==> src/rtl/core/bms_pkg.sv <==
`default_nettype none

package bms_pkg;

  localparam int ITEM_W        = 8;
  localparam int MAX_ITEMS_DEF = 64;

  typedef struct packed {
    logic signed [ITEM_W-1:0] item;
    logic                     last_item;
  } bms_in_t;

  typedef struct packed {
    logic signed [ITEM_W-1:0] sorted_item;
    logic                     last_result;
    logic                     overflow;
  } bms_out_t;

endpackage

`default_nettype wire

==> src/rtl/core/bms_ram.sv <==
`default_nettype none

module bms_ram #(
  parameter int DEPTH = bms_pkg::MAX_ITEMS_DEF,
  parameter int AW    = $clog2(bms_pkg::MAX_ITEMS_DEF)
) (
  input  wire logic                        clk,
  input  wire logic                        we,
  input  wire logic [AW-1:0]               waddr,
  input  wire logic [bms_pkg::ITEM_W-1:0]  wdata,
  input  wire logic                        re_a,
  input  wire logic [AW-1:0]               raddr_a,
  input  wire logic                        re_b,
  input  wire logic [AW-1:0]               raddr_b,
  output logic      [bms_pkg::ITEM_W-1:0]  rd_a_r,
  output logic      [bms_pkg::ITEM_W-1:0]  rd_b_r
);

  logic [bms_pkg::ITEM_W-1:0] mem_r [DEPTH];

  always_ff @(posedge clk) begin
    if (we) begin
      mem_r[waddr] <= wdata;
    end
  end

  // read data holds while the port is not enabled
  always_ff @(posedge clk) begin
    if (re_a) begin
      rd_a_r <= mem_r[raddr_a];
    end
    if (re_b) begin
      rd_b_r <= mem_r[raddr_b];
    end
  end

endmodule

`default_nettype wire

==> src/rtl/core/byte_merge_sorter.sv <==
// byte_merge_sorter: stable ascending sort of a batch of signed bytes.
// Input channel in_*: one byte per beat, in_data.last_item closes the batch.
// Up to MAX_ITEMS bytes are stored; further bytes of the batch are dropped
// and every result of that batch carries overflow.
// Result channel out_*: the batch in ascending signed order, one byte per
// beat, out_data.last_result on the final one.
// While loading, every offered beat is taken. After the closing beat the
// block runs bottom-up merge passes between two ping-pong RAMs (two read
// ports, one write port each): each run pair of a pass gets a setup step,
// then its two runs are merged into the other RAM; there are ceil(log2 n)
// passes. Emission then reads the final RAM one result at a time: a read
// state (EMIT_RD), then a load of the output register (EMIT_WR).
// in_ready is high only while loading; it rises again as soon as the last
// result sits in the output register, so the next batch can load while the
// receiver still holds off. A stalled receiver freezes emission with the
// output register full and its payload held.
// Reset (rst_n low, synchronous) empties the batch and the output register;
// RAM contents are not cleared.
`default_nettype none

module byte_merge_sorter #(
  parameter int MAX_ITEMS = bms_pkg::MAX_ITEMS_DEF
) (
  input  wire logic             clk,
  input  wire logic             rst_n,
  input  wire logic             in_valid,
  output logic                  in_ready,
  input  wire bms_pkg::bms_in_t in_data,
  output logic                  out_valid,
  input  wire logic             out_ready,
  output bms_pkg::bms_out_t     out_data
);

  localparam int AW = (MAX_ITEMS > 1) ? $clog2(MAX_ITEMS) : 1;
  localparam int CW = $clog2(MAX_ITEMS + 1);
  localparam int PW = CW + 1;
  localparam int DW = bms_pkg::ITEM_W;
  localparam logic [CW-1:0] MAX_C = CW'(MAX_ITEMS);
  localparam logic [CW-1:0] ONE_C = CW'(1);

  localparam logic [2:0] ST_LOAD    = 3'd0;
  localparam logic [2:0] ST_SETUP   = 3'd1;
  localparam logic [2:0] ST_MERGE   = 3'd2;
  localparam logic [2:0] ST_EMIT_RD = 3'd3;
  localparam logic [2:0] ST_EMIT_WR = 3'd4;

  logic [2:0]        state_r, state_nxt;
  logic              sel_r, sel_nxt;
  logic [CW-1:0]     cnt_r, cnt_nxt;
  logic              drop_r, drop_nxt;
  logic [CW-1:0]     w_r, w_nxt;
  logic [CW-1:0]     lo_r, lo_nxt;
  logic [CW-1:0]     mid_r, mid_nxt;
  logic [CW-1:0]     hi_r, hi_nxt;
  logic [CW-1:0]     a_r, a_nxt;
  logic [CW-1:0]     b_r, b_nxt;
  logic [CW-1:0]     k_r, k_nxt;
  logic [CW-1:0]     e_r, e_nxt;
  logic              out_valid_r, out_valid_nxt;
  bms_pkg::bms_out_t out_r, out_nxt;

  logic              we0, we1;
  logic [AW-1:0]     waddr;
  logic [DW-1:0]     wdata;
  logic              re_a, re_b;
  logic [AW-1:0]     raddr_a, raddr_b;
  logic [DW-1:0]     rd_a0, rd_b0, rd_a1, rd_b1;
  logic [DW-1:0]     rd_a, rd_b;

  logic [PW-1:0]     lo_w, lo_2w, cnt_p;
  logic [CW-1:0]     mid_c, hi_c;
  logic [CW-1:0]     a_inc, b_inc, k_inc, e_inc;
  logic              a_ok, b_ok, take_b;

  bms_ram #(.DEPTH(MAX_ITEMS), .AW(AW)) u_ram0 (
    .clk     (clk),
    .we      (we0),
    .waddr   (waddr),
    .wdata   (wdata),
    .re_a    (re_a & ~sel_r),
    .raddr_a (raddr_a),
    .re_b    (re_b & ~sel_r),
    .raddr_b (raddr_b),
    .rd_a_r  (rd_a0),
    .rd_b_r  (rd_b0)
  );

  bms_ram #(.DEPTH(MAX_ITEMS), .AW(AW)) u_ram1 (
    .clk     (clk),
    .we      (we1),
    .waddr   (waddr),
    .wdata   (wdata),
    .re_a    (re_a & sel_r),
    .raddr_a (raddr_a),
    .re_b    (re_b & sel_r),
    .raddr_b (raddr_b),
    .rd_a_r  (rd_a1),
    .rd_b_r  (rd_b1)
  );

  assign rd_a = sel_r ? rd_a1 : rd_a0;
  assign rd_b = sel_r ? rd_b1 : rd_b0;

  // run bounds of the pair starting at lo
  assign cnt_p = {1'b0, cnt_r};
  assign lo_w  = {1'b0, lo_r} + {1'b0, w_r};
  assign lo_2w = {1'b0, lo_r} + {w_r, 1'b0};
  assign mid_c = (lo_w  > cnt_p) ? cnt_r : lo_w[CW-1:0];
  assign hi_c  = (lo_2w > cnt_p) ? cnt_r : lo_2w[CW-1:0];

  assign a_inc = a_r + ONE_C;
  assign b_inc = b_r + ONE_C;
  assign k_inc = k_r + ONE_C;
  assign e_inc = e_r + ONE_C;

  assign a_ok   = a_r < mid_r;
  assign b_ok   = b_r < hi_r;
  // ties go to the left run
  assign take_b = b_ok && (!a_ok || ($signed(rd_b) < $signed(rd_a)));

  always_comb begin
    state_nxt     = state_r;
    sel_nxt       = sel_r;
    cnt_nxt       = cnt_r;
    drop_nxt      = drop_r;
    w_nxt         = w_r;
    lo_nxt        = lo_r;
    mid_nxt       = mid_r;
    hi_nxt        = hi_r;
    a_nxt         = a_r;
    b_nxt         = b_r;
    k_nxt         = k_r;
    e_nxt         = e_r;
    out_nxt       = out_r;
    out_valid_nxt = out_valid_r;
    in_ready      = 1'b0;
    we0           = 1'b0;
    we1           = 1'b0;
    waddr         = k_r[AW-1:0];
    wdata         = take_b ? rd_b : rd_a;
    re_a          = 1'b0;
    re_b          = 1'b0;
    raddr_a       = a_inc[AW-1:0];
    raddr_b       = b_inc[AW-1:0];

    if (out_valid_r && out_ready) begin
      out_valid_nxt = 1'b0;
    end

    case (state_r)
      ST_LOAD: begin
        in_ready = 1'b1;
        if (in_valid) begin
          if (cnt_r < MAX_C) begin
            we0     = 1'b1;
            waddr   = cnt_r[AW-1:0];
            wdata   = in_data.item;
            cnt_nxt = cnt_r + ONE_C;
          end else begin
            drop_nxt = 1'b1;
          end
          if (in_data.last_item) begin
            sel_nxt = 1'b0;
            e_nxt   = '0;
            w_nxt   = ONE_C;
            lo_nxt  = '0;
            if (cnt_nxt == ONE_C) begin
              state_nxt = ST_EMIT_RD;
            end else begin
              state_nxt = ST_SETUP;
            end
          end
        end
      end
      ST_SETUP: begin
        a_nxt     = lo_r;
        b_nxt     = mid_c;
        mid_nxt   = mid_c;
        hi_nxt    = hi_c;
        k_nxt     = lo_r;
        re_a      = 1'b1;
        raddr_a   = lo_r[AW-1:0];
        re_b      = mid_c < hi_c;
        raddr_b   = mid_c[AW-1:0];
        state_nxt = ST_MERGE;
      end
      ST_MERGE: begin
        we0   = sel_r;
        we1   = ~sel_r;
        k_nxt = k_inc;
        if (take_b) begin
          b_nxt = b_inc;
          re_b  = b_inc < hi_r;
        end else begin
          a_nxt = a_inc;
          re_a  = a_inc < mid_r;
        end
        if (k_inc == hi_r) begin
          lo_nxt    = hi_r;
          state_nxt = ST_SETUP;
          if (hi_r == cnt_r) begin
            sel_nxt = ~sel_r;
            lo_nxt  = '0;
            if ({w_r, 1'b0} >= cnt_p) begin
              e_nxt     = '0;
              state_nxt = ST_EMIT_RD;
            end else begin
              w_nxt = {w_r[CW-2:0], 1'b0};
            end
          end
        end
      end
      ST_EMIT_RD: begin
        re_a      = 1'b1;
        raddr_a   = e_r[AW-1:0];
        state_nxt = ST_EMIT_WR;
      end
      ST_EMIT_WR: begin
        if (!out_valid_r || out_ready) begin
          out_nxt.sorted_item = rd_a;
          out_nxt.last_result = e_inc == cnt_r;
          out_nxt.overflow    = drop_r;
          out_valid_nxt       = 1'b1;
          e_nxt               = e_inc;
          if (e_inc == cnt_r) begin
            cnt_nxt   = '0;
            drop_nxt  = 1'b0;
            state_nxt = ST_LOAD;
          end else begin
            state_nxt = ST_EMIT_RD;
          end
        end
      end
      default: begin
        state_nxt = ST_LOAD;
      end
    endcase
  end

  always_ff @(posedge clk) begin
    if (!rst_n) begin
      state_r     <= ST_LOAD;
      sel_r       <= 1'b0;
      cnt_r       <= '0;
      drop_r      <= 1'b0;
      out_valid_r <= 1'b0;
    end else begin
      state_r     <= state_nxt;
      sel_r       <= sel_nxt;
      cnt_r       <= cnt_nxt;
      drop_r      <= drop_nxt;
      out_valid_r <= out_valid_nxt;
    end
  end

  always_ff @(posedge clk) begin
    w_r   <= w_nxt;
    lo_r  <= lo_nxt;
    mid_r <= mid_nxt;
    hi_r  <= hi_nxt;
    a_r   <= a_nxt;
    b_r   <= b_nxt;
    k_r   <= k_nxt;
    e_r   <= e_nxt;
    out_r <= out_nxt;
  end

  assign out_valid = out_valid_r;
  assign out_data  = out_r;

endmodule

`default_nettype wire

==> config.mk <==
export PLATFORM = sky130hd
export DESIGN_NAME = byte_merge_sorter
export DESIGN_NICKNAME = d
export VERILOG_FILES = /design/src/rtl/core/bms_pkg.sv /design/src/rtl/core/bms_ram.sv /design/src/rtl/core/byte_merge_sorter.sv
export SDC_FILE = /design/constraint.sdc
export NUM_CORES = 2
export LEC_CHECK = 0
export BUFFER_PORTS_ARGS = -buffer_cell sky130_fd_sc_hd__buf_2
export CAP_MARGIN = 0
export CORE_MARGIN = 4
export CORE_UTILIZATION = 35
export CTS_CLUSTER_SIZE = 30
export DETAILED_ROUTE_END_ITERATION = 7
export PLACE_DENSITY = 0.56
export SETUP_SLACK_MARGIN = 0.5
export SKIP_CTS_REPAIR_TIMING = 1
export SLEW_MARGIN = 0
export SYNTH_ARGS = -nofsm -noshare
export SYNTH_HDL_FRONTEND = slang
export SYNTH_SLANG_ARGS = --single-unit
==> constraint.sdc <==
create_clock -name clk -period 19.3 [get_ports clk]
set_input_delay 3.86 -clock clk [delete_from_list [all_inputs] [get_ports clk]]
set_output_delay 3.86 -clock clk [all_outputs]
set_load 0.05 [all_outputs]
==> summary.txt <==
STA
  – Period minus WS final: 7121 ps
  – Worst slew pin tran: 1428 ps
  – Slack of the critical path: 12180 ps
  – Max-slew violation count: 0
  – Setup TNS: 0 ps
  – RSZ-0062 raised after global routing: false
  – Setup Skew: 41.55 ps
  – Relative slew margins: 2.924%
  – Setup Viol. Count Final: 0
  – Fin. Hold Viols: 0
  – Fmax: 140.4 MHz
  – Period utilization: 36.89%

Global route
  – Initial antenna violation count: 8
  – Congestion Overflow GR: 0
  – Vias in the first global route: 42330
  – First-pass GRT wire length: 295600 µm
  – Largest net degree at the start of global routing: 181
  – GR Util All Layers: 22.79%

Floorplanning
  – Die Y-Extent: 415.1 µm
  – Starting Density: 35.19%
  – Die area: 0.1723 mm²
  – Num rows: 149
  – Die W: 415.1 µm
  – # IOs: 25
  – Core area: 0.1648 mm²

Setup path
  – WP data arrival: 7730 ps
  – Startpoint type of the worst setup path: flop
  – Buf/Inv on CP: 3
  – Crit path to: u_ram1.rd_b_r[3]
  – Max FO, Critical Path: 180
  – Critical R2R Launch: w_r[0]
  – Reg2reg setup slack: 12180 ps
  – Crit end category: flop
  – CP max stage delay: 750 ps
  – CP top delay family: compound AO/OA/AOI/OAI gates
  – Levels on crit path: 21
  – CP Launch Point: w_r[0]
  – Worst path required time: 19910 ps
  – Reg2reg path depth: 21
  – Critical-path cell list: ha_1 -> fa_1 -> a21o_1 -> a21oi_1 -> o21bai_1 -> a21oi_1 -> xnor2_1 -> ha_1 -> nand3_2 -> nor2_4 -> a211o_1 -> a31oi_1 -> o31a_2 -> buf_4 -> buf_4 -> buf_12 -> nand2_1 -> a32oi_1 -> a31oi_1 -> a311oi_1 -> a32o_1
  – Critical path class: flop to flop
  – R2r endpoint: u_ram1.rd_b_r[3]
  – Slowest CP cell: buf_4

Placement
  – Placed inst area: 0.05990 mm²
  – Gpl congestion: 0.8790
  – # port buffers: 24
  – DP HPWL: 123600 µm
  – Post-place setup slack: 12200 ps

Logic synthesis
  – Netlist cell types: 77
  – Mapped Cells: 5625
  – Register area share after synthesis: 58.54%
  – Syn Nets: 5715
  – Syn Area/Cell: 10.31 µm²
  – Synthesized flop and latch total: 1135
  – Main flop type after synthesis: edfxtp_1
  – Synth async-reset ratio: 0%
  – Synth warnings: 0
  – Mapped cell area: 0.05800 mm²
  – EDFF count, synth: 1122

Clock tree
  – CTS tree: yes
  – Clock Tree Buf Depth: 3
  – Num CTS Buffers: 119
  – Clk slew on worst S/H paths: 70 ps
  – Root Buffer: clkbuf_16
  – Clk_lat worst skew: 780 ps
  – Clock sink count: 1135
  – H-tree Lvls: 3

Drt
  – DR DRC count: 0
  – Avg WL per Cell: 26.57 µm
  – Initial DRC count: 6514
  – Routed Antenna Nets: 0
  – Vias per std cell: 5.975
  – Routed WL: 204800 µm
  – Vias: 46050
  – DRT Pass-1 Iters: 7

Finish
  – Fill count: 15870
  – Synthesis-to-finish area growth: 10.01%
  – Commonest non-fill, non-tap cells in the layout: nand2_1 (1516), edfxtp_1 (1122), nand3_1 (498), a211oi_1 (369), and2_1 (259)
  – Share of layout cells above drive strength 1: 6.728%
  – Post-Layout Inst Area: 0.06380 mm²
  – Most common cell after layout, fill and taps aside: nand2_1
  – Final #Nets: 5499

Run
  – Max-cap violations: 0

Hold path
  – Hold_sp: drop_r
  – Worst min path class: flop to flop

Outcome
  – Outcome: completed
kinds of logic after synthesis:
kind of cell | after synthesis | synth area share, %
flops | 1135 | 58.54
simple gates | 2660 | 20.11
compound gates | 1108 | 13.57
mux | 85 | 1.530
fa+ha+maj | 77 | 1.687
buf+inv | 508 | 3.775
xor+xnor | 52 | 0.7853
state kept, by name (all words and copies together), names as in the netlist, 8 cells and up:
signal and count:
u_ram0.mem_r 512, u_ram0.rd_b_r 8, u_ram1.rd_b_r 8, out_data 10
u_ram1.mem_r 512, u_ram1.rd_a_r 8, u_ram0.rd_a_r 8
synth_stat cells (all sizes together), types with 13 or more instances:
cell type	count	area (µm²)
nand2	1517	5702
edfxtp	1122	33690
nand3	499	2502
a211oi	370	2790
clkbuf	281	1055
and2	260	1627
nor2	245	947.2
a21oi	211	1075
a31oi	186	1170
buf	169	917.1
a311oi	160	1401
ha	75	938.4
mux2i	59	590.6
inv	55	206.5
nand4	55	344.1
o21ai	37	192.7
o211ai	32	245.2
xnor2	31	271.5
and3	29	181.4
mux2	26	296.5
xor2	21	183.9
a21o	18	135.1
a32oi	18	157.7
nor3	18	101.4
a311o	16	160.2
a32o	16	160.2
dfxtp	13	260.3
nor2b	13	81.33
worst min path at each step:
stage / endpoint / slack [ps] / cells after the start
after floorplan: out_data[0] / 410 / 0
after global placement: out_data[0] / 450 / 0
after detailed placement: out_data[0] / 460 / 0
after CTS: out_data[0] / 460 / 0
after global routing: out_data[0] / 480 / 0
final: out_data[0] / 460 / 0
metal layers:
metal	GRT usage, %	vias to the layer above	wire length (µm)
met5	0	-	11
met1	31.92	22630	85030
li1	-	20290	-
met4	8.869	2	8268
met2	35.13	2701	91350
met3	4.125	424	20130
per-stage QoR:
| stage | hold slack [ps] | cells | utilization (%) |
|---|---|---|---|
| final | 457.9 | 7707 | 38.71 |
| after global routing | 484.4 | 7703 | 38.71 |
| after CTS | 462.9 | 7703 | 38.71 |
| after detailed placement | 456.1 | 7477 | 36.34 |
| after global placement | 448.4 | 7477 | 36.34 |
| after floorplan | 409.0 | 5625 | - |
layout make-up:
class	instances	area (µm²)	area share, %
flip-flops and latches	1135	33950	53.22
multi-input cells	3982	22070	34.60
clock buffers	138	3079	4.826
well taps	2189	2739	4.293
repair buffers	113	913.4	1.432
clock inverters	88	815.8	1.279
inverters	58	217.7	0.3412
diodes	4	10.01	0.01569
Power is not shown: default switching activity piles up to over one toggle a cycle in this logic, so the estimate is an artifact.
